--- config.mk ---
export PLATFORM = sky130hd
export DESIGN_NAME = bfrf_geom
export DESIGN_NICKNAME = d
export VERILOG_FILES = /design/src/hw/rtl/bfrf_pkg.sv /design/src/hw/rtl/bfrf_geom.sv
export SDC_FILE = /design/constraint.sdc
export NUM_CORES = 1
export LEC_CHECK = 0
export ABC_AREA = 1
export BUFFER_PORTS_ARGS = -buffer_cell sky130_fd_sc_hd__clkbuf_2
export CELL_PAD_IN_SITES_DETAIL_PLACEMENT = 0
export CELL_PAD_IN_SITES_GLOBAL_PLACEMENT = 1
export CORE_MARGIN = 4
export CORE_UTILIZATION = 14
export DETAILED_ROUTE_END_ITERATION = 6
export GPL_ROUTABILITY_DRIVEN = 1
export PLACE_DENSITY = 0.87
export SETUP_SLACK_MARGIN = 0.05
export SLEW_MARGIN = 10
export SYNTH_ARGS = -nofsm -noshare
export SYNTH_HDL_FRONTEND = slang
export SYNTH_SLANG_ARGS = --single-unit
--- constraint.sdc ---
create_clock -name vclk -period 0.8
set_clock_uncertainty 0.2 [all_clocks]
set_input_delay 0 -clock vclk [all_inputs]
set_output_delay 0 -clock vclk [all_outputs]
set_load 0.005 [all_outputs]
--- src/hw/rtl/bfrf_pkg.sv ---
// Shared types, field widths and constants for the bitplane frame store.
package bfrf_pkg;

  localparam int MAX_WIDTH_DEF   = 512;
  localparam int MAX_HEIGHT_DEF  = 256;
  localparam int STORE_BYTES_DEF = 16384;

  localparam int SCR_W_W     = 10;
  localparam int SCR_H_W     = 9;
  localparam int POS_X_W     = 9;
  localparam int POS_Y_W     = 8;
  localparam int RECT_W_W    = 10;
  localparam int RECT_H_W    = 9;
  localparam int CFG_INDEX_W = 1;
  localparam int CFG_DATA_W  = 10;
  localparam int STRIDE_W    = 7;

  localparam logic [SCR_W_W-1:0] SCR_W_RESET = 10'd400;
  localparam logic [SCR_H_W-1:0] SCR_H_RESET = 9'd256;

  localparam logic [7:0] BYTE_ONES  = 8'hFF;
  localparam logic [7:0] BYTE_ZEROS = 8'h00;
  localparam logic [7:0] LEFT_BIT   = 8'h80;

  typedef enum logic [1:0] {
    REQ_WRITE,
    REQ_READ,
    REQ_FILL,
    REQ_CLEAR
  } req_type_t;

  typedef enum logic [CFG_INDEX_W-1:0] {
    CFG_SCREEN_WIDTH,
    CFG_SCREEN_HEIGHT
  } cfg_index_t;

  typedef enum logic [2:0] {
    ST_CLEAR,
    ST_IDLE,
    ST_MUL,
    ST_EVAL,
    ST_PIX,
    ST_FILL,
    ST_FILL_WR,
    ST_RESP
  } state_t;

  typedef struct packed {
    logic [SCR_W_W-1:0]  w;
    logic [SCR_H_W-1:0]  ch;
    logic [STRIDE_W-1:0] stride;
  } geom_t;

endpackage

--- src/hw/rtl/bfrf_geom.sv ---
// Active screen geometry: width rounding and saturation, height saturation, row stride.
module bfrf_geom #(
  parameter int MAX_WIDTH  = bfrf_pkg::MAX_WIDTH_DEF,
  parameter int MAX_HEIGHT = bfrf_pkg::MAX_HEIGHT_DEF
) (
  input  logic [bfrf_pkg::SCR_W_W-1:0] screen_width,
  input  logic [bfrf_pkg::SCR_H_W-1:0] screen_height,
  output bfrf_pkg::geom_t              geom
);

  localparam int MaxW = MAX_WIDTH & ~7;

  logic [bfrf_pkg::SCR_W_W-1:0] cw;
  logic [bfrf_pkg::SCR_W_W-1:0] cw_sat;

  always_comb begin
    cw          = {screen_width[bfrf_pkg::SCR_W_W-1:3], 3'b000};
    cw_sat      = (32'(cw) > 32'(MaxW)) ? bfrf_pkg::SCR_W_W'(MaxW) : cw;
    geom.w      = cw_sat;
    geom.stride = cw_sat[bfrf_pkg::SCR_W_W-1:3];
    geom.ch     = (32'(screen_height) > 32'(MAX_HEIGHT)) ?
                  bfrf_pkg::SCR_H_W'(MAX_HEIGHT) : screen_height;
  end

endmodule

==> results.txt, run 1 <==
Counting distinct cell types in the post-synthesis netlist gives 8. The mean instance size in the synthesized netlist was 4.54 sq um; the shortest period the worst path allows was 881 ps. The detailed-route wire length per cell is 7.99 um.

Once detail routing completed, the nets flagged for antenna violations numbered 0. The run gives 352 as the via count of the first global-routing pass. The first-pass GRT wire length is 1370 um. The sequential cells in the finished layout cover a total of 0 sq um.

The flow ran to the end, but the final reports show violations. In this run the power spent charging and discharging nets is 0.000118 W. Timing analysis after detailed placement gives a worst setup slack of -79.4 ps. Internal power comes to 0.000135 W. Power spread over the standard cell area amounts to 459 mW/mm^2. For the max-cap check violation count, the log shows 0.

The via density per instance is 3.53, and the fraction of power spent switching nets is 46.6%. The detailed router's first-iteration violation count came out at 1. Required arrival time at the worst endpoint: 600 ps. Of the total power, the clock network draws 0%. The post-synthesis to final-layout area growth is 116%, and the part of the power in registers is 0%. The critical path starts at screen_height[7].

The final number of setup-violating endpoints is 6. After global routing the overflow that remains totals 0. The final reports fail on setup timing. Die boundary height: 50.6 um.

For the maximum frequency from static timing analysis, the log shows 1130 MHz. The count of input and output buffers is 39, and the total core area is 0.00173 sq mm. The standard-cell row count was 15; the via count was 399.

Worst min-delay path startpoint: screen_height[7]. For the number of max-slew violations in the final report, the log shows 0. STA classifies the critical path startpoint as an input port.

The logs give 0 for the final-layout clock buffer total and -81.3 ps for the final worst-path setup slack. The tools report the die outline area as 0.00256 sq mm. In the layout the commonest cells are 25 x clkbuf_2, 15 x inv_1, 14 x nor2_1. For this run, the number of Yosys warnings is 0. The tools report the total length of routed wires as 903 um. The share of layout cells above drive strength 1 was 61.4%. The synthesized instance count came out at 56. Setup repair after global routing could not meet its margin everywhere. The path type of the worst setup path is input port to output port. The pin count of the biggest net entering global routing was 8. The tools report the placer congestion estimate as 0.585. Per report_power, the combinational group accounts for 100.0% of the total. The number of flip-flops and latches was 0. The fraction of the yosys area taken by sequential cells came out at 0%. The logs give 0 for the initial antenna violation count and 142 uV for the worst voltage drop across the vdd grid.

The placed wire-length estimate after detailed placement was 776 um. For this design the static power due to leakage is 0.351 nW. At the end of the flow, the number of nets in the layout was 109. Leaving out fill and tap cells, the most frequent cell in the layout is clkbuf_2.

The worst setup path is captured at an output port. In this run the worst hold path is classified as input port to output port. The number of search-and-repair iterations in the first detailed-routing pass was 2; the total global-route track usage was 6.37%. The die span in x works out to 50.6 um. For this run, design rule violations remaining after detail routing come to 0. At the worst endpoint, the arrival time is 680 ps. Dividing the final minimum period by the clock period gives 110%.

The synthesized netlist occupies a cell area of 254 sq um. For the starting utilization of the core area, the log shows 14.7%. The I/O pin count is 45, and the largest fanout of any net on the critical path is 6. Final sum of negative setup slack: -422 ps. The final count of hold timing violations came out at 0.

The antenna diode count was 0.
power groups by stage:
stage / Clock, W / Combinational, W / Sequential, W
floorplan: 0 / 0.000104 / 0
global placement: 0 / 0.000186 / 0
detailed placement: 0 / 0.000188 / 0
CTS: 0 / 0.000198 / 0
global route: 0 / 0.000280 / 0
finish: 0 / 0.000252 / 0
critical path, stage by stage:
cell	delay, ps
buf_6	100
nor2_4	90
nand2_1	60
nor2_2	150
nor2_4	70
nor2_1	100
buf_2	120
cell usage after synthesis (all sizes together):
cell type	number	area share, %
nor2	23	36
inv	16	24
nand3	1	2.0
buf	10	30
nand2	3	4.4
clkbuf	2	3.0
conb	1	1.5
through the flow:
stage	total power (W)	area [sq um]	hold WS, ps	std cells	util [%]
2_1_floorplan	0.000104	262	-169	58	-
3_3_place_gp	0.000186	420	57.5	112	24.3
3_5_place_dp	0.000188	420	56.6	112	24.3
4_1_cts	0.000198	435	63.8	113	25.2
5_1_grt	0.000280	549	90.1	113	31.8
6_report	0.000252	549	66.7	113	31.8
final timing paths:
check,to,cells past startpoint,slack [ps]
min,geom[14],4,70
max,geom[8],7,-80
cell type report:
type | count | area (sq um)
Fill cell | 212 | 1180
Inverter | 16 | 62.6
Tap cell | 25 | 31.3
Timing Repair Buffer | 42 | 272
Multi-Input combinational cell | 30 | 184
kinds of logic after synthesis:
family | Yosys count | synth area share (%)
buffers and inverters | 28 | 56.2
AND/OR/NAND/NOR | 27 | 42.4
other | 1 | 1.48
routing by layer:
metal	wire length, um	track usage, %
met5	0	0
met4	0	0
met3	110	0.593
met2	469	12.0
met1	323	8.25
repair_timing:
item | in CTS | in global routing
resized for setup | 4 | 35
setup endpoints to repair | 10 | 10
pin swaps | 1 | 16
hold buffers | 0 | 0
buffers inserted | 1 | 0
(Power assumes the default switching activity.)
==> inputs of run 2 (changes only) <==
clock period = 1 ns   (was 0.8 ns; I/O delays follow)
==> run 2 against run 1 <==
The run now ends clean. Non-clock buffer count decreased by 3. Via count is 5.5% lower. Utilization shrank 6.4 points. Cell count shrank 2.7%. Clock-buffer cell count unchanged.
==> results.txt, run 2 (same netlist as run 1, synthesis figures left out) <==
For the finished layout, the period the worst path requires is 872 ps. For the final design utilization, the log shows 25.4%. The worst path uses 87.2% of the clock period. Leaving out fill and tap cells, the most frequent cells in the layout are 37 x clkbuf_2, 17 x nor2_1, 16 x inv_1.

The share of layout cells above drive strength 1 came out at 54.1%. 45 I/O pins were placed. The post-cts sizing count came out at 0.

The number of max-slew violations in the final report was 0. The total leakage power came out at 0.317 nW. The residual overflow from global routing was 0; the total stage count of the critical path was 7. Compared with the post-synthesis result, the final layout area differs by 72.9%.

The final sum of negative setup slack is 0 ps, and the via count is 377. The worst hold path begins at screen_height[8]. The die is 50.6 um tall.

The largest single stage delay on the critical path is 120 ps. The final-layout clock buffer total came out at 0. Together, buffers and inverters on the worst path number 2.

The tools report the detailed router's first-iteration violation count as 0. The total area inside the core boundary comes to 0.00173 sq mm. The completed layout was analyzed and its total power is 0.000153 W. The detailed-route wire length per cell came out at 6.92 um. Walking the worst path, the cells encountered are clkbuf_2 > nor2_2 > nand2_2 > nor2_4 > nor2_4 > nor2_1 > buf_2. The required arrival time at the worst endpoint was 800 ps; the total global-route track usage was 4.90%.

The routed design has 761 um of wire. The first global-routing pass estimated 1080 um of wire. The max-cap check violation count came out at 0. The number of buffers added to fix hold violations after cts came out at 0. The post-detailed-route count of antenna-violating nets came out at 0.

The worst setup path is launched from an input port. The critical path ends at geom[13]. After detailed routing, the number of vias per cell comes to 3.43. Dividing total power by cell area gives a power density of 348 mW/mm^2.

Entering global routing, the biggest net connects 8 pins. The commonest non-fill, non-tap cell in the layout was clkbuf_2. The number of antenna diodes in the final layout is 0. The placer congestion estimate is 0.580. On the critical path, the stage with the largest delay is an instance of nor2_4. The final layout contains 106 nets.

Derived from the worst setup path, the maximum achievable clock frequency is 1150 MHz. For the placed wire-length estimate after detailed placement, the log shows 720 um. Data on the critical path arrives at its endpoint at 670 ps. In this run the worst hold path is classified as input port to output port.

In the final layout, the multi-input gates occupy 146 sq um. Port buffering added 39 buffers. Along the worst path, the maximum fanout reaches 6.

Sequential cells placed in the final layout were counted as 0. Setup repair after global routing left no endpoint under its margin. The initial utilization of the core area, before any placement, comes to 14.7%. In this run the core area contains 15 standard-cell rows.

VDD sags by at most 96.4 uV. The initial antenna violation count is 0, and the count of placed standard cells in the final layout, fillers left out is 110. The run finished with clean final reports. The die covers 0.00256 sq mm. The tools report the number of search-and-repair iterations in the first detailed-routing pass as 1. Tracing the worst setup path back leads to its startpoint at screen_height[6]. On the critical path the largest part of the delay comes from simple AND/OR/NAND/NOR gates.

The tools report the area taken by flip-flops and latches as 0 sq um. The endpoint class of the critical path was an output port. The tools report the count of placed standard cells including taps as 110. The cell repeated most along the worst path was nor2_4. Once the clock tree was built, the setup fixing pass inserted 0 buffers. Number of remaining DRC errors: 0. The run gives 0 as the final number of setup-violating endpoints. The path type of the worst setup path is input port to output port. The filler cell count came out at 209. In this run the horizontal extent of the chip is 50.6 um.

The run gives 0 as the final count of hold timing violations. The via count of the first global-routing pass came out at 283.
## run 2: cell types whose count changed in the layout (fill, tap and decap cells not counted), sizes merged
| cell | previous run | this run |
|---|---|---|
| buf | 17 | 2 |
| clkbuf | 25 | 37 |
## run 2: area by class of cell
type,instances,share of cell area [%]
inverters,16,13.7
repair buffers,39,45.9
well taps,25,7.12
multi-input cells,30,33.3
## run 2: power by group
group	switching, W	internal [W]	leakage (nW)
clock network	0	0	0
logic	0.0000782	0.0000747	0.317
registers	0	0	0
## run 2: routing by layer
metal  up-vias  part of all wire (%)  GRT usage, %
met1       152                    37          6.32
met5         -                     0             0
li1        198                     -             -
met4         0                     0             0
met3         0                    19         0.890
met2        27                    44          8.91
## run 2: stage by stage
stage          cell area (sq um)  hold slack (ps)  setup slack, ps
2_1_floorplan                262             -169              291
3_3_place_gp                 405             16.1              115
3_5_place_dp                 405             16.9              101
4_1_cts                      405             18.5             97.4
5_1_grt                      439             34.4             50.5
6_report                     439             14.4              128
## run 2: worst min-delay path by stage
stage,end,slack [ps],cells after the start
6_report,geom[15],10,2
5_1_grt,geom[15],30,2
4_1_cts,geom[15],20,2
3_5_place_dp,geom[15],20,2
3_3_place_gp,geom[15],20,2
2_1_floorplan,geom[10],-170,1
==> inputs of run 3 (changes only) <==
RECOVER_POWER = 25   (was unset)
==> run 3 against run 2 <==
Total power is 1.8% lower. Worst setup slack worse by 0.72 ps. First-iteration DRC count stayed put. Non-clock buffer count stayed put. Combinational power hardly changed. Sequential share of layout area stayed put. Die area stayed put. Critical endpoint unchanged.
==> results.txt, run 3 (same netlist as run 1, synthesis figures left out) <==
In the routed design, unresolved DRC markers number 0. The initial antenna violation count was 0. The first global-routing pass estimated 1080 um of wire.

By instance count, the cell type seen most on the critical path is nor2_4. The number of search-and-repair iterations in the first detailed-routing pass is 1. The congestion estimate from routability-driven global placement came to 0.580. The largest fanout of any net on the critical path was 6; the via count was 376.

The number of placed instances, taps included, is 110. The post-route fraction of the period consumed by the critical path came out at 87.3%. Buffers placed on the I/O ports in this run total 39.

After global routing the overflow that remains totals 0. The run finished with clean final reports. At the worst endpoint, the required time is 800 ps.

The detailed-route wire length per cell was 6.90 um; the die span in x was 50.6 um. The signal on the critical path passes through clkbuf_2 > nor2_2 > nand2_2 > nor2_4 > nor2_4 > nor2_1 > buf_2. The final sum of negative setup slack is 0 ps, and the pin count of the biggest net entering global routing is 8. Together, buffers and inverters on the worst path number 2. Power comes to 0.000150 W. Startpoint type of the worst setup path: an input port. The final layout contains routed wiring with a total length of 759 um.

For the standard-cell row count, the log shows 15. The total core area was 0.00173 sq mm; the starting utilization of the core area was 14.7%. Die boundary height: 50.6 um.

For this block, the initial DRC count from the detailed router was 0. The post-route netlist has 48.2% of its cells at a drive strength greater than 1. The count of placed standard cells in the final layout, fillers left out came out at 110. The arrival time reported for the critical path endpoint is 670 ps, and the total power divided by cell area is 347 mW/mm^2. After clock tree synthesis, the repair step resized 0 gates. The smallest clock period supported by the final layout is computed as 873 ps. The library cell contributing the largest single delay on the critical path is nor2_4. The count of cells along the worst hold path works out to 2. The number of post-CTS setup repair buffers was 0. Once detail routing completed, the nets flagged for antenna violations numbered 0. I/O pin count: 45. The maximum frequency from static timing analysis is 1150 MHz. Broken down by cell family, the worst path's largest delay share belongs to simple AND/OR/NAND/NOR gates.

Across the run, the number of max-cap violations was 0. The library cell used most frequently in the layout, excluding fill and tap cells, is clkbuf_2. The top cell types in the final layout, fill and taps aside, are 32 x clkbuf_2, 17 x nor2_1, 16 x inv_1. Once detailed placement completed, the half-perimeter wirelength came to 720 um. The repair_antennas step left the layout with diodes totalling 0.

In this run the worst hold path is classified as input port to output port. Via count of the first global-routing pass: 283. The total leakage power came out at 0.302 nW. In the global route stage, overall resource usage came out at 4.90%. Number of buffers added to fix hold violations after cts: 0.

The net count of the finished layout is 106. Registers take 0 sq um. The final-layout clock buffer total is 0. The startpoint identified for the worst hold timing path is screen_height[8].

For the number of max-slew violations in the final report, the log shows 0. The design has 0 sequential cells. Endpoint class of the critical path: an output port. The path type of the worst setup path is input port to output port. The post-synthesis to final-layout area growth was 70.4%; the via density per instance was 3.42.

The final count of hold timing violations came out at 0. Setup repair after global routing left no endpoint under its margin. IR analysis of the VDD net gives a maximum drop of 93.6 uV. For the die outline area, the log shows 0.00256 sq mm. The final number of setup-violating endpoints came out at 0. The worst stage delay on the critical path works out to 120 ps.

For hold timing, the worst endpoint is geom[15].
## run 3: stage by stage
stage	instance area, sq um	setup slack, ps	hold slack (ps)	util, %
floorplan	262	291	-169	-
global placement	405	115	16.1	23.5
detailed placement	405	101	16.9	23.5
CTS	405	97.4	18.5	23.5
global route	433	50.5	30.3	25.1
finish	433	127	7.34	25.1
## run 3: routing by layer
layer | GRT usage, % | vias to the layer above | wire [um]
met1 | 6.32 | 152 | 277
li1 | - | 197 | -
met4 | 0 | 0 | 0
met2 | 8.91 | 27 | 335
met3 | 0.890 | 0 | 146
met5 | 0 | - | 0
## run 3: area by class of cell
type	instances	area, sq um
Fill cell	214	1290
Inverter	16	60.1
Multi-Input combinational cell	30	146
Tap cell	25	31.3
Timing Repair Buffer	39	195
## run 3: worst max path at each step
stage | startpoint | to | slack, ps | depth (start not counted)
floorplan | screen_width[7] | geom[19] | 290 | 6
global placement | screen_height[1] | geom[13] | 120 | 7
detailed placement | screen_height[1] | geom[7] | 100 | 7
CTS | screen_height[1] | geom[12] | 100 | 7
global route | screen_height[1] | geom[13] | 50 | 7
finish | screen_height[6] | geom[13] | 130 | 7
## run 3: report_power, final
| part | total, W | internal [W] | switching, W |
|---|---|---|---|
| combinational | 0.000150 | 0.0000719 | 0.0000782 |
| sequential | 0 | 0 | 0 |
| clock | 0 | 0 | 0 |
