$ cat src/hw/rtl/bfrf_pkg.sv
// Shared types, field widths and constants for the bitplane frame store.
package bfrf_pkg;

  localparam int MAX_WIDTH_DEF   = 512;
  localparam int MAX_HEIGHT_DEF  = 256;
  localparam int STORE_BYTES_DEF = 16384;

  localparam int SCR_W_W     = 10;
  localparam int SCR_H_W     = 9;
  localparam int POS_X_W     = 9;
  localparam int POS_Y_W     = 8;
  localparam int RECT_W_W    = 10;
  localparam int RECT_H_W    = 9;
  localparam int CFG_INDEX_W = 1;
  localparam int CFG_DATA_W  = 10;
  localparam int STRIDE_W    = 7;

  localparam logic [SCR_W_W-1:0] SCR_W_RESET = 10'd400;
  localparam logic [SCR_H_W-1:0] SCR_H_RESET = 9'd256;

  localparam logic [7:0] BYTE_ONES  = 8'hFF;
  localparam logic [7:0] BYTE_ZEROS = 8'h00;
  localparam logic [7:0] LEFT_BIT   = 8'h80;

  typedef enum logic [1:0] {
    REQ_WRITE,
    REQ_READ,
    REQ_FILL,
    REQ_CLEAR
  } req_type_t;

  typedef enum logic [CFG_INDEX_W-1:0] {
    CFG_SCREEN_WIDTH,
    CFG_SCREEN_HEIGHT
  } cfg_index_t;

  typedef enum logic [2:0] {
    ST_CLEAR,
    ST_IDLE,
    ST_MUL,
    ST_EVAL,
    ST_PIX,
    ST_FILL,
    ST_FILL_WR,
    ST_RESP
  } state_t;

  typedef struct packed {
    logic [SCR_W_W-1:0]  w;
    logic [SCR_H_W-1:0]  ch;
    logic [STRIDE_W-1:0] stride;
  } geom_t;

endpackage

$ cat src/hw/rtl/bfrf_if.sv
// Request and response channel interfaces.
interface bfrf_req_if;
  logic                             valid;
  logic                             ready;
  logic [1:0]                       req_type;
  logic [bfrf_pkg::POS_X_W-1:0]     pos_x;
  logic [bfrf_pkg::POS_Y_W-1:0]     pos_y;
  logic [bfrf_pkg::RECT_W_W-1:0]    rect_width;
  logic [bfrf_pkg::RECT_H_W-1:0]    rect_height;
  logic                             pixel_in;

  modport source (output valid, req_type, pos_x, pos_y, rect_width, rect_height, pixel_in,
                  input ready);
  modport sink   (input valid, req_type, pos_x, pos_y, rect_width, rect_height, pixel_in,
                  output ready);
endinterface

interface bfrf_rsp_if;
  logic valid;
  logic ready;
  logic pixel_out;
  logic status;

  modport source (output valid, pixel_out, status, input ready);
  modport sink   (input valid, pixel_out, status, output ready);
endinterface

$ cat src/hw/rtl/bfrf_seq.sv
// Request sequencer: bounds check, read-modify-write of pixels, fill walk and clear sweep.
module bfrf_seq #(
  parameter int STORE_BYTES = bfrf_pkg::STORE_BYTES_DEF,
  parameter int AddrW       = (STORE_BYTES > 1) ? $clog2(STORE_BYTES) : 1
) (
  input  logic                 clk,
  input  logic                 rst,
  input  bfrf_pkg::geom_t      geom,
  bfrf_req_if.sink             req,
  bfrf_rsp_if.source           rsp,
  output logic                 mem_en,
  output logic                 mem_we,
  output logic [AddrW-1:0]     mem_addr,
  output logic [7:0]           mem_wdata,
  input  logic [7:0]           mem_rdata
);

  localparam logic [AddrW-1:0] ClrLast = AddrW'(STORE_BYTES - 1);
  localparam int SW = bfrf_pkg::STRIDE_W;

  bfrf_pkg::state_t    state;
  bfrf_pkg::state_t    state_next;
  bfrf_pkg::req_type_t rtype;

  logic [AddrW-1:0]                 clr_cnt;
  logic                             clr_resp;
  logic [bfrf_pkg::POS_X_W-1:0]     px;
  logic [bfrf_pkg::POS_Y_W-1:0]     py;
  logic [bfrf_pkg::RECT_W_W-1:0]    rw;
  logic [bfrf_pkg::RECT_H_W-1:0]    rh;
  logic                             val;
  logic [16:0]                      lim_prod;
  logic [14:0]                      base_prod;
  logic [AddrW-1:0]                 cur_addr;
  logic [7:0]                       cur_mask;
  logic [SW-1:0]                    fb;
  logic [SW-1:0]                    lb;
  logic [SW-1:0]                    b;
  logic [7:0]                       lo_mask;
  logic [7:0]                       hi_mask;
  logic [bfrf_pkg::RECT_H_W-1:0]    rows;
  logic [AddrW-1:0]                 row_base;
  logic                             res_pix;
  logic                             res_err;
  logic                             out_valid;
  logic                             out_pix;
  logic                             out_err;

  logic [9:0]        n;
  logic              is_pix;
  logic              rows_ok;
  logic              pix_ok;
  logic              fill_ok;
  logic              fill_empty;
  logic [10:0]       last;
  logic [AddrW-1:0]  pix_addr;
  logic [7:0]        fill_mask;
  logic [AddrW-1:0]  fill_addr;
  logic              mask_full;
  logic              walk_done;
  logic [7:0]        rmw_data;
  logic              out_free;

  // Row count that must fit: y+1 for a pixel, y+height for a fill.
  always_comb begin
    is_pix     = (rtype == bfrf_pkg::REQ_WRITE) || (rtype == bfrf_pkg::REQ_READ);
    n          = (rtype == bfrf_pkg::REQ_FILL) ? 10'(py) + 10'(rh) : 10'(py) + 10'd1;
    rows_ok    = (n <= 10'(geom.ch)) && (32'(lim_prod) <= 32'(STORE_BYTES));
    pix_ok     = (10'(px) < geom.w) && rows_ok;
    fill_ok    = (11'(px) + 11'(rw) <= 11'(geom.w)) && rows_ok &&
                 ((geom.stride != '0) || (n == '0));
    fill_empty = (rw == '0) || (rh == '0);
    last       = 11'(px) + 11'(rw) - 11'd1;
    pix_addr   = AddrW'(base_prod) + AddrW'(px[bfrf_pkg::POS_X_W-1:3]);
    fill_mask  = ((b == fb) ? lo_mask : bfrf_pkg::BYTE_ONES) &
                 ((b == lb) ? hi_mask : bfrf_pkg::BYTE_ONES);
    fill_addr  = row_base + AddrW'(b);
    mask_full  = (fill_mask == bfrf_pkg::BYTE_ONES);
    walk_done  = (b == lb) && (rows == bfrf_pkg::RECT_H_W'(1));
    rmw_data   = val ? (mem_rdata | cur_mask) : (mem_rdata & ~cur_mask);
    out_free   = !out_valid || rsp.ready;
  end

  always_comb begin
    state_next = state;
    unique case (state)
      bfrf_pkg::ST_CLEAR: begin
        if (clr_cnt == ClrLast) begin
          state_next = clr_resp ? bfrf_pkg::ST_RESP : bfrf_pkg::ST_IDLE;
        end
      end
      bfrf_pkg::ST_IDLE: begin
        if (req.valid) begin
          state_next = (bfrf_pkg::req_type_t'(req.req_type) == bfrf_pkg::REQ_CLEAR) ?
                       bfrf_pkg::ST_CLEAR : bfrf_pkg::ST_MUL;
        end
      end
      bfrf_pkg::ST_MUL: state_next = bfrf_pkg::ST_EVAL;
      bfrf_pkg::ST_EVAL: begin
        if (is_pix) begin
          state_next = pix_ok ? bfrf_pkg::ST_PIX : bfrf_pkg::ST_RESP;
        end else begin
          state_next = (fill_ok && !fill_empty) ? bfrf_pkg::ST_FILL : bfrf_pkg::ST_RESP;
        end
      end
      bfrf_pkg::ST_PIX: state_next = bfrf_pkg::ST_RESP;
      bfrf_pkg::ST_FILL: begin
        if (!mask_full) begin
          state_next = bfrf_pkg::ST_FILL_WR;
        end else if (walk_done) begin
          state_next = bfrf_pkg::ST_RESP;
        end
      end
      bfrf_pkg::ST_FILL_WR: begin
        state_next = walk_done ? bfrf_pkg::ST_RESP : bfrf_pkg::ST_FILL;
      end
      bfrf_pkg::ST_RESP: begin
        if (out_free) begin
          state_next = bfrf_pkg::ST_IDLE;
        end
      end
      default: state_next = bfrf_pkg::ST_IDLE;
    endcase
  end

  always_comb begin
    req.ready = (state == bfrf_pkg::ST_IDLE);
    mem_en    = 1'b0;
    mem_we    = 1'b0;
    mem_addr  = cur_addr;
    mem_wdata = rmw_data;
    unique case (state)
      bfrf_pkg::ST_CLEAR: begin
        mem_en    = 1'b1;
        mem_we    = 1'b1;
        mem_addr  = clr_cnt;
        mem_wdata = bfrf_pkg::BYTE_ZEROS;
      end
      bfrf_pkg::ST_EVAL: begin
        mem_en   = is_pix && pix_ok;
        mem_addr = pix_addr;
      end
      bfrf_pkg::ST_PIX: begin
        mem_en = (rtype == bfrf_pkg::REQ_WRITE);
        mem_we = (rtype == bfrf_pkg::REQ_WRITE);
      end
      bfrf_pkg::ST_FILL: begin
        // Bytes covered whole are written at once; partial edge bytes are read first.
        mem_en    = 1'b1;
        mem_we    = mask_full;
        mem_addr  = fill_addr;
        mem_wdata = val ? bfrf_pkg::BYTE_ONES : bfrf_pkg::BYTE_ZEROS;
      end
      bfrf_pkg::ST_FILL_WR: begin
        mem_en = 1'b1;
        mem_we = 1'b1;
      end
      default: begin
        mem_en = 1'b0;
      end
    endcase
  end

  always_ff @(posedge clk) begin
    if (rst) begin
      state     <= bfrf_pkg::ST_CLEAR;
      clr_cnt   <= '0;
      clr_resp  <= 1'b0;
      out_valid <= 1'b0;
    end else begin
      state <= state_next;
      if (state == bfrf_pkg::ST_CLEAR) begin
        clr_cnt <= (clr_cnt == ClrLast) ? '0 : clr_cnt + AddrW'(1);
      end
      if (state == bfrf_pkg::ST_IDLE && req.valid) begin
        clr_resp <= 1'b1;
        clr_cnt  <= '0;
      end
      if (state == bfrf_pkg::ST_RESP && out_free) begin
        out_valid <= 1'b1;
      end else if (rsp.ready) begin
        out_valid <= 1'b0;
      end
    end
  end

  always_ff @(posedge clk) begin
    unique case (state)
      bfrf_pkg::ST_IDLE: begin
        if (req.valid) begin
          rtype   <= bfrf_pkg::req_type_t'(req.req_type);
          px      <= req.pos_x;
          py      <= req.pos_y;
          rw      <= req.rect_width;
          rh      <= req.rect_height;
          val     <= req.pixel_in;
          res_pix <= 1'b0;
          res_err <= 1'b0;
        end
      end
      bfrf_pkg::ST_MUL: begin
        lim_prod  <= 17'(n) * 17'(geom.stride);
        base_prod <= 15'(py) * 15'(geom.stride);
      end
      bfrf_pkg::ST_EVAL: begin
        cur_addr <= pix_addr;
        cur_mask <= bfrf_pkg::LEFT_BIT >> px[2:0];
        fb       <= SW'(px[bfrf_pkg::POS_X_W-1:3]);
        b        <= SW'(px[bfrf_pkg::POS_X_W-1:3]);
        lb       <= last[9:3];
        lo_mask  <= bfrf_pkg::BYTE_ONES >> px[2:0];
        hi_mask  <= bfrf_pkg::BYTE_ONES << (3'd7 - last[2:0]);
        rows     <= rh;
        row_base <= AddrW'(base_prod);
        res_err  <= is_pix ? !pix_ok : !fill_ok;
      end
      bfrf_pkg::ST_PIX: begin
        if (rtype == bfrf_pkg::REQ_READ) begin
          res_pix <= |(mem_rdata & cur_mask);
        end
      end
      bfrf_pkg::ST_FILL, bfrf_pkg::ST_FILL_WR: begin
        if (state == bfrf_pkg::ST_FILL) begin
          cur_addr <= fill_addr;
          cur_mask <= fill_mask;
        end
        // Advance to the next byte once this one is written.
        if (state == bfrf_pkg::ST_FILL_WR || mask_full) begin
          if (b == lb) begin
            b        <= fb;
            rows     <= rows - bfrf_pkg::RECT_H_W'(1);
            row_base <= row_base + AddrW'(geom.stride);
          end else begin
            b <= b + SW'(1);
          end
        end
      end
      bfrf_pkg::ST_RESP: begin
        if (out_free) begin
          out_pix <= res_pix;
          out_err <= res_err;
        end
      end
      default: begin
      end
    endcase
  end

  assign rsp.valid     = out_valid;
  assign rsp.pixel_out = out_pix;
  assign rsp.status    = out_err;

endmodule

$ cat src/flat_wrapper.sv
// flat-port wrapper written by rule: the top's interface ports become plain ports
module bfrf_seq_flat 
#(
  parameter int STORE_BYTES = bfrf_pkg::STORE_BYTES_DEF,
  parameter int AddrW       = (STORE_BYTES > 1) ? $clog2(STORE_BYTES) : 1
)
  (clk, rst, geom, mem_en, mem_we, mem_addr, mem_wdata, mem_rdata, req_valid, req_req_type, req_pos_x, req_pos_y, req_rect_width, req_rect_height, req_pixel_in, req_ready, rsp_valid, rsp_pixel_out, rsp_status, rsp_ready);
  bfrf_req_if req_i ();
  bfrf_rsp_if rsp_i ();
  input  logic clk;
  input  logic rst;
  input  bfrf_pkg::geom_t geom;
  output logic mem_en;
  output logic mem_we;
  output logic [AddrW-1:0] mem_addr;
  output logic [7:0] mem_wdata;
  input  logic [7:0] mem_rdata;
  input wire logic [$bits(req_i.valid)-1:0] req_valid;
  input wire logic [$bits(req_i.req_type)-1:0] req_req_type;
  input wire logic [$bits(req_i.pos_x)-1:0] req_pos_x;
  input wire logic [$bits(req_i.pos_y)-1:0] req_pos_y;
  input wire logic [$bits(req_i.rect_width)-1:0] req_rect_width;
  input wire logic [$bits(req_i.rect_height)-1:0] req_rect_height;
  input wire logic [$bits(req_i.pixel_in)-1:0] req_pixel_in;
  output wire logic [$bits(req_i.ready)-1:0] req_ready;
  output wire logic [$bits(rsp_i.valid)-1:0] rsp_valid;
  output wire logic [$bits(rsp_i.pixel_out)-1:0] rsp_pixel_out;
  output wire logic [$bits(rsp_i.status)-1:0] rsp_status;
  input wire logic [$bits(rsp_i.ready)-1:0] rsp_ready;
  assign req_i.valid = req_valid;
  assign req_i.req_type = req_req_type;
  assign req_i.pos_x = req_pos_x;
  assign req_i.pos_y = req_pos_y;
  assign req_i.rect_width = req_rect_width;
  assign req_i.rect_height = req_rect_height;
  assign req_i.pixel_in = req_pixel_in;
  assign req_ready = req_i.ready;
  assign rsp_valid = rsp_i.valid;
  assign rsp_pixel_out = rsp_i.pixel_out;
  assign rsp_status = rsp_i.status;
  assign rsp_i.ready = rsp_ready;
  bfrf_seq #(.STORE_BYTES(STORE_BYTES), .AddrW(AddrW)) u_core (.clk(clk), .rst(rst), .geom(geom), .req(req_i), .rsp(rsp_i), .mem_en(mem_en), .mem_we(mem_we), .mem_addr(mem_addr), .mem_wdata(mem_wdata), .mem_rdata(mem_rdata));
endmodule
$ cat config.mk
export PLATFORM = sky130hd
export DESIGN_NAME = bfrf_seq_flat
export DESIGN_NICKNAME = d
export VERILOG_FILES = /design/src/hw/rtl/bfrf_pkg.sv /design/src/hw/rtl/bfrf_if.sv /design/src/hw/rtl/bfrf_seq.sv /design/src/flat_wrapper.sv
export SDC_FILE = /design/constraint.sdc
export NUM_CORES = 1
export LEC_CHECK = 0
export ABC_AREA = 1
export BUFFER_PORTS_ARGS = -buffer_cell sky130_fd_sc_hd__buf_2
export CAP_MARGIN = 20
export CORE_ASPECT_RATIO = 1.75
export CORE_UTILIZATION = 60
export CTS_BUF_LIST = sky130_fd_sc_hd__clkbuf_4 sky130_fd_sc_hd__clkbuf_8
export DETAILED_ROUTE_END_ITERATION = 16
export MAX_ROUTING_LAYER = met4
export PLACE_DENSITY = 0.77
export SYNTH_ARGS = -nofsm -noshare
export SYNTH_HDL_FRONTEND = slang
export SYNTH_SLANG_ARGS = --single-unit
$ cat constraint.sdc
create_clock -name clk -period 9.98 [get_ports clk]
set_clock_uncertainty 0.05 [all_clocks]
set_input_delay 1.996 -clock clk [delete_from_list [all_inputs] [get_ports clk]]
set_output_delay 1.996 -clock clk [all_outputs]
set_load 0.1 [all_outputs]
==> impl_results.md, run 1 <==
* Synthesis Warnings at 0
* DRT antenna net count at 0
* Finished Core Util at 0.668
* Kind of critical path: reg2out
* Layout cells sized above 1 at 0.0967
* Gr usage total at 0.328
* Final TNS setup at 0 ns
* CP endpoint: mem_en
* Non-Filler Instances at 2,134
* Worst-path fanout max at 11
* Hold Path Class: reg2reg
* Critical Path Max Stage Delay at 0.60 ns
* First-pass GRT wire length at 60.3 mm
* Mapped Area at 14,500 sq um
* Final setup margin at 3.28 ns
* Worst-case reg-to-reg path depth at 21
* Core area at 23,500 sq um
* Status: completed
* Actual slew at the worst max-slew pin at 1.06 ns
* Hold Worst Slack at 0.383 ns
* Final HPWL DP at 29.9 mm
* Reg2reg setup slack at 3.63 ns
* TritonCTS clock tree: yes
* Final GP Congestion at 0.938
* Clk root buf: clkbuf_8
* Fin area at 15,700 sq um
* Sinks on Clock Net at 172
* DRC at 0
* Crit share post-route at 0.671
* Via-to-Cell Ratio at 5.56
* Setup Buffers After CTS at 0
* Syn_nets at 2,014
* Syn_area_per_cell at 8.39 sq um
* Initial Utilization at 0.616
* Final setup viols at 0
* Hold_buf cts at 0
* Synthesized flop and latch total at 172
* Die Y at 208 microns
* FF/Latch Area at 4970 sq um
* Initial antenna violation count at 0
* Critical path arrival at 4.65 ns
* Most frequent cells in the layout: 373 x nand2_1, 288 x inv_1, 153 x nor2_1, 153 x edfxtp_1, 137 x ha_1
* TritonCTS Buffers at 17
* Die area at 24,800 sq um
* Area Overhead vs Synth at 8.40%
* Fmax at 149 MHz
* Final Max Tran Viols at 0
* Clock-pin slew on the worst setup and hold paths at 0.10 ns
* Iteration-0 DRC Markers at 651
* Top cell type's share of synthesized area at 0.317
* Switching fraction of total power at 0.511
* Clk pwr share at 0.124
* Setup crit start: u_core.py[0]
* Crit-path slowest cell: edfxtp_1
* Max-cap viol count at 0
* Int Pwr at 2.16 mW
* Placement Setup Slack at 3.21 ns
* CTS resizes at 0
* H-tree depth at 4
* WP buf/inv at 2
* R2r endpoint: u_core.lim_prod[15]
* Psw at 2.25 mW
* Pwr Density at 281 nW/um^2
* CP Capture Type: primary output
* Post-Syn Instances at 1,728
* Vias in the first global route at 12,600
* Worst-case clock buffer depth at 2
* Pre-antenna DRT Iters at 5
* Placed Area at 15,300 sq um
* Maximum vdd drop at 0.284 mV
* Most frequent CP cell: nand2_1
* Cell variety after synth at 56
* Gr ovfl total at 0
* Final period demand of the worst path at 6.70 ns
* Seq pwr share at 0.275
* IO buf count at 104
* Cell taking the most area after synthesis: edfxtp_1
* Final Net Count at 2,103
* Most common cell after layout, fill and taps aside: nand2_1
* Startpoint Class: register
* Count of standard-cell rows at 74
* Largest net degree at the start of global routing at 69
* Slew HR at 0.291
* Drt wl/cell at 17.3 microns
* Register area share after synthesis at 0.343
* Area contributors post-synth: edfxtp_1 32%, ha_1 12%, fa_1 9.9%
* Final Power at 4.41 mW
* Die X at 120 microns
* Vias at 11,900
* Top delay family on crit path: simple AND/OR/NAND/NOR gates
* Launch point of the worst reg-to-reg path: u_core.py[0]
* Multi-input combinational cell area at 8220 sq um
* Static Leak at 7.73 nW
* Top Ports at 105
* Critical Path RT at 7.93 ns
* Placed cell count at 2,101
* Share of power burned in combinational logic at 0.602
* Fillers at 1,998
* Ant. Diodes at 0
* Final wirelength at 37.0 mm
* Count of final hold-check violations at 0
* Unrepaired setup endpoints after global routing: false
* Critical Path Stages at 20
* Clock latency on the worst-skew pair at 0.51 ns
* Cell Chain, Critical Path: ha_1 > fa_1 > nand3_1 > nand3_1 > nand3_1 > and2_1 > inv_1 > ha_1 > nand2_1 > nor2_1 > nand2_1 > nand3_1 > nand2_1 > nand2_1 > nand2_1 > nand2_1 > nand2_1 > nand4_1 > o211ai_1 > buf_2
routing by layer:
layer | up-vias | share of wire | global-route usage
met5 | - | 0 | -
met4 | 0 | 0.067 | 0.219
met3 | 150 | 0.037 | 0.0451
met2 | 355 | 0.56 | 0.617
met1 | 5560 | 0.34 | 0.297
li1 | 5810 | - | -
Yosys cell counts, drive strengths merged:
| master | n |
|---|---|
| nand2 | 377 |
| inv | 296 |
| nor2 | 157 |
| edfxtp | 153 |
| ha | 137 |
| o21ai | 88 |
| nand3 | 86 |
| xor2 | 76 |
| fa | 72 |
| a21oi | 60 |
| nor3 | 29 |
| clkbuf | 26 |
| dfxtp | 19 |
| nand4 | 19 |
| buf | 15 |
| or2 | 13 |
| xnor2 | 13 |
| a31oi | 11 |
| a22oi | 7 |
| mux2i | 7 |
| nand3b | 7 |
| o22ai | 7 |
| a211oi | 6 |
| nor4 | 6 |
| o21a | 5 |
| a21o | 4 |
| o2111ai | 4 |
| o211ai | 4 |
| o221ai | 4 |
| a21boi | 3 |
| a221oi | 3 |
| clkinv | 3 |
| o21bai | 3 |
| o31ai | 3 |
| a221o | 1 |
| a22o | 1 |
| a311oi | 1 |
| and2 | 1 |
| nor3b | 1 |
final cells by class:
type	instances	share of cell area
Tap cell	304	0.0242
Inverter	299	0.0714
Clock buffer	17	0.0149
Clock inverter	15	0.0128
Timing Repair Buffer	111	0.0369
Multi-Input combinational cell	1216	0.523
Sequential cell	172	0.317
worst reg2reg max path: stages, from the launching register on:
cell and delay, ns:
edfxtp_1 0.60, ha_1 0.34, fa_1 0.51, inv_1 0.05, o21ai_1 0.36, inv_1 0.24
nor2_1 0.19, fa_1 0.45, fa_1 0.57, fa_1 0.58, inv_1 0.06, fa_1 0.53
inv_1 0.04, ha_1 0.34, nand2_1 0.11, a21oi_1 0.05, a211oi_1 0.21, nand2_1 0.12
a21boi_0 0.32, o31ai_1 0.15, a21oi_1 0.17, xor2_1 0.08
cell families (layout without fill, tap and decap cells):
kind of cell / Yosys count / after routing / synth area share
XOR/XNOR: 89 / 89 / 0.0543
buffers and inverters: 340 / 442 / 0.0904
multiplexers: 7 / 7 / 0.00483
AND/OR/NAND/NOR: 696 / 696 / 0.203
adder cells (fa/ha/maj): 209 / 209 / 0.218
AO/OA/AOI/OAI: 215 / 215 / 0.0868
flip-flops: 172 / 172 / 0.343
how the worst min path moves through the flow:
stage                     slack (ns)                   end  cells past startpoint           start
after global routing            0.40     u_core.rsp.status                      0  u_core.res_err
final                           0.38     u_core.rsp.status                      0  u_core.res_err
after global placement          0.35     u_core.rsp.status                      0  u_core.res_err
after floorplan                 0.35  u_core.rsp.pixel_out                      0  u_core.res_pix
after CTS                       0.38     u_core.rsp.status                      0  u_core.res_err
after detailed placement        0.36     u_core.rsp.status                      0  u_core.res_err
registers in the layout (all words and copies together) (netlist names), 8 cells and up:
register	cells
u_core.cur_addr	14
u_core.rw	10
u_core.cur_mask	8
u_core.rh	9
u_core.row_base	14
u_core.py	8
u_core.rows	9
u_core.base_prod	14
u_core.clr_cnt	14
u_core.px	9
u_core.lim_prod	17
power by group through the flow:
stage                     Clock [mW]  Sequential (mW)  Combinational (mW)
after floorplan                    0             1.16                2.08
after global placement             0             1.22                2.58
after detailed placement           0             1.22                2.64
after CTS                      0.553             1.21                2.65
after global routing           0.576             1.23                2.97
final                          0.545             1.21                2.65
No activity file was read; power rests on OpenSTA's default activity.
==> run 2: changes to the inputs <==
Settings changed: CORE_UTILIZATION 60 to 58, PLACE_DENSITY 0.77 to 0.78.
Clock period 9.98 ns to 5.59 ns, I/O delays scaled along.
==> run 2 against run 1 <==
First-iteration DRC count up 17%. Power up 84%. Critical path depth unchanged. Highest routed layer unchanged. Clock power up 64%. Setup slack worse by 3.0 ns. Sequential power up 76%. Register-to-register slack worse by 3.4 ns. Combinational power up 92%.
==> impl_results.md, run 2 (same netlist as run 1, synthesis figures left out) <==
* Status: completed (unchanged)
* Gr usage total at 0.317 (was 0.328)
* Critical path arrival at 5.55 ns (was 4.65 ns)
* Hold Worst Slack at 0.384 ns (was 0.383 ns)
* Final wirelength at 37.2 mm (was 37.0 mm)
* Worst-case reg-to-reg path depth at 20 (was 21)
* Gr ovfl total at 0 (unchanged)
* TritonCTS Buffers at 17 (unchanged)
* H-tree depth at 4 (unchanged)
* HP Start: u_core.res_err (unchanged)
* Top Ports at 105 (unchanged)
* End of the worst hold path: u_core.rsp.status (unchanged)
* First-pass GRT wire length at 60.0 mm (was 60.3 mm)
* DRT antenna net count at 0 (unchanged)
* Vias at 12,300 (was 11,900)
* Non-Filler Instances at 2,198 (was 2,134)
* Drt wl/cell at 16.9 microns (was 17.3 microns)
* Die X at 122 microns (was 120 microns)
* Max-cap viol count at 0 (unchanged)
* Hold Path Class: reg2reg (unchanged)
* Core area at 24,500 sq um (was 23,500 sq um)
* Pre-antenna DRT Iters at 6 (was 5)
* DR WL met2 at 20.6 mm (was 20.7 mm)
* Final HPWL DP at 30.0 mm (was 29.9 mm)
* Final GP Congestion at 0.953 (was 0.938)
* Actual slew at the worst max-slew pin at 0.841 ns (was 1.06 ns)
* Count of standard-cell rows at 76 (was 74)
* Maximum vdd drop at 0.494 mV (was 0.284 mV)
* Final setup margin at 0.255 ns (was 3.28 ns)
* Worst-path fanout max at 4 (was 11)
* Area Overhead vs Synth at 12.4% (was 8.40%)
* Slew HR at 0.437 (was 0.291)
* Count of final hold-check violations at 0 (unchanged)
* Most flops, register: u_core.lim_prod (unchanged)
* Die area at 25,700 sq um (was 24,800 sq um)
* Reg2reg setup slack at 0.25 ns (was 3.63 ns)
* Die Y at 211 microns (was 208 microns)
* CP Capture Type: register (was primary output)
* Final Net Count at 2,155 (was 2,103)
* Fillers at 2,075 (was 1,998)
* R2r endpoint: u_core.lim_prod[15] (unchanged)
* Clock latency on the worst-skew pair at 0.51 ns (about the same)
* Hold_buf cts at 0 (unchanged)
* IO buf count at 104 (unchanged)
* Placement Setup Slack at -0.0860 ns (was 3.21 ns)
* TritonCTS clock tree: yes (unchanged)
* Crit share post-route at 0.954
* Fin area at 16,300 sq um (was 15,700 sq um)
* Fmax at 187 MHz
* Final setup viols at 0 (unchanged)
* Met1 WL at 12.5 mm (was 12.4 mm)
* Largest net degree at the start of global routing at 55 (was 69)
* Hold path depth at 0 (unchanged)
* Static Leak at 7.97 nW (was 7.73 nW)
* Layout cells sized above 1 at 0.140 (was 0.0967)
* Number of flip-flops in the largest register at 17 (unchanged)
* Final period demand of the worst path at 5.34 ns
* Kind of critical path: reg2reg (was reg2out)
* Placed Area at 15,600 sq um (was 15,300 sq um)
* Most common cell after layout, fill and taps aside: nand2_1 (unchanged)
* Initial Utilization at 0.591 (was 0.616)
* DRC at 0 (unchanged)
* Finished Core Util at 0.664 (was 0.668)
* Final Max Tran Viols at 0 (unchanged)
* Final Power at 8.12 mW (was 4.41 mW)
* Pwr Density at 498 nW/um^2 (was 281 nW/um^2)
* Met3 WL post-DR at 1.36 mm (was 1.37 mm)
* Placed cell count at 2,148 (was 2,101)
* Worst-case clock buffer depth at 2 (unchanged)
* Via-to-Cell Ratio at 5.58 (was 5.56)
* Most frequent cells in the layout: 369 x nand2_1, 286 x inv_1, 153 x edfxtp_1, 149 x nor2_1, 127 x ha_1 (was 373 x nand2_1, 288 x inv_1, 153 x nor2_1, 153 x edfxtp_1, 137 x ha_1)
* Sinks on Clock Net at 172 (unchanged)
* Initial antenna violation count at 3 (was 0)
* Startpoint Class: register (unchanged)
* Clk root buf: clkbuf_8 (unchanged)
* Iteration-0 DRC Markers at 759 (was 651)
* Final TNS setup at 0 ns (unchanged)
* Clock-pin slew on the worst setup and hold paths at 0.10 ns (about the same)
* Launch point of the worst reg-to-reg path: u_core.rh[1] (was u_core.py[0])
* Vias in the first global route at 12,800 (was 12,600)
* Critical Path RT at 5.80 ns (was 7.93 ns)
* Highest Signal Layer: met4 (unchanged)
run 2: cell count changes in the layout (fill, tap and decap cells not counted), sizes merged:
cell,previous run,this run
buf,111,163
inv,304,296
clkinv,6,11
diode,0,4
clkbuf,17,19
clkinvlp,1,3
bufinv,3,2
run 2: report_power, final:
| group | leakage, nW | internal (mW) | switching (mW) |
|---|---|---|---|
| sequential | 1.55 | 1.93 | 0.209 |
| clock | 0.191 | 0.407 | 0.486 |
| combinational | 6.23 | 1.70 | 3.39 |
run 2: layout make-up:
| class | count | area (sq um) | share of cell area |
|---|---|---|---|
| multi-input cells | 1216 | 8410 | 0.516 |
| flip-flops and latches | 172 | 4970 | 0.305 |
| inverters | 299 | 1120 | 0.0690 |
| repair buffers | 163 | 987 | 0.0606 |
| well taps | 312 | 390 | 0.0240 |
| clock buffers | 19 | 249 | 0.0153 |
| clock inverters | 13 | 144 | 0.00883 |
| diodes | 4 | 10.0 | 0.000614 |
run 2: worst max-delay path, stage by stage (launching register included):
cell and delay, ns:
edfxtp_1 0.43, buf_4 0.17, fa_2 0.57, inv_1 0.04, o21ai_1 0.17, buf_4 0.16
nand2_1 0.06, fa_1 0.49, fa_1 0.54, inv_1 0.05, fa_1 0.59, fa_1 0.48
ha_4 0.31, nand2_1 0.07, a21oi_2 0.15, a211oi_2 0.05, nand2_1 0.10, a21boi_2 0.08
o31ai_2 0.25, a21oi_1 0.12, xor2_1 0.15
run 2: worst max-delay path by stage:
stage,start,end,slack [ns],cells after the start
6_report,u_core.rh[1],u_core.lim_prod[15],0.25,20
5_1_grt,u_core.rh[4],u_core.lim_prod[16],-0.09,26
4_1_cts,u_core.rh[2],u_core.lim_prod[16],0.004,23
3_5_place_dp,u_core.rh[0],u_core.lim_prod[15],-0.09,22
3_3_place_gp,geom[5],u_core.lim_prod[15],0.01,18
2_1_floorplan,geom[2],u_core.lim_prod[15],0.09,18
run 2: layer usage:
layer  GRT usage  vias up
met5           -        -
met4       0.231        0
met3      0.0405      183
met2       0.592      375
met1       0.287     5784
li1            -     5922
run 2: what timing repair did:
item / in CTS / in global routing
endpoints found under the setup margin: 3 / 9
setup buffers: 0 / 13
pin swaps: 0 / 15
resized for setup: 3 / 43
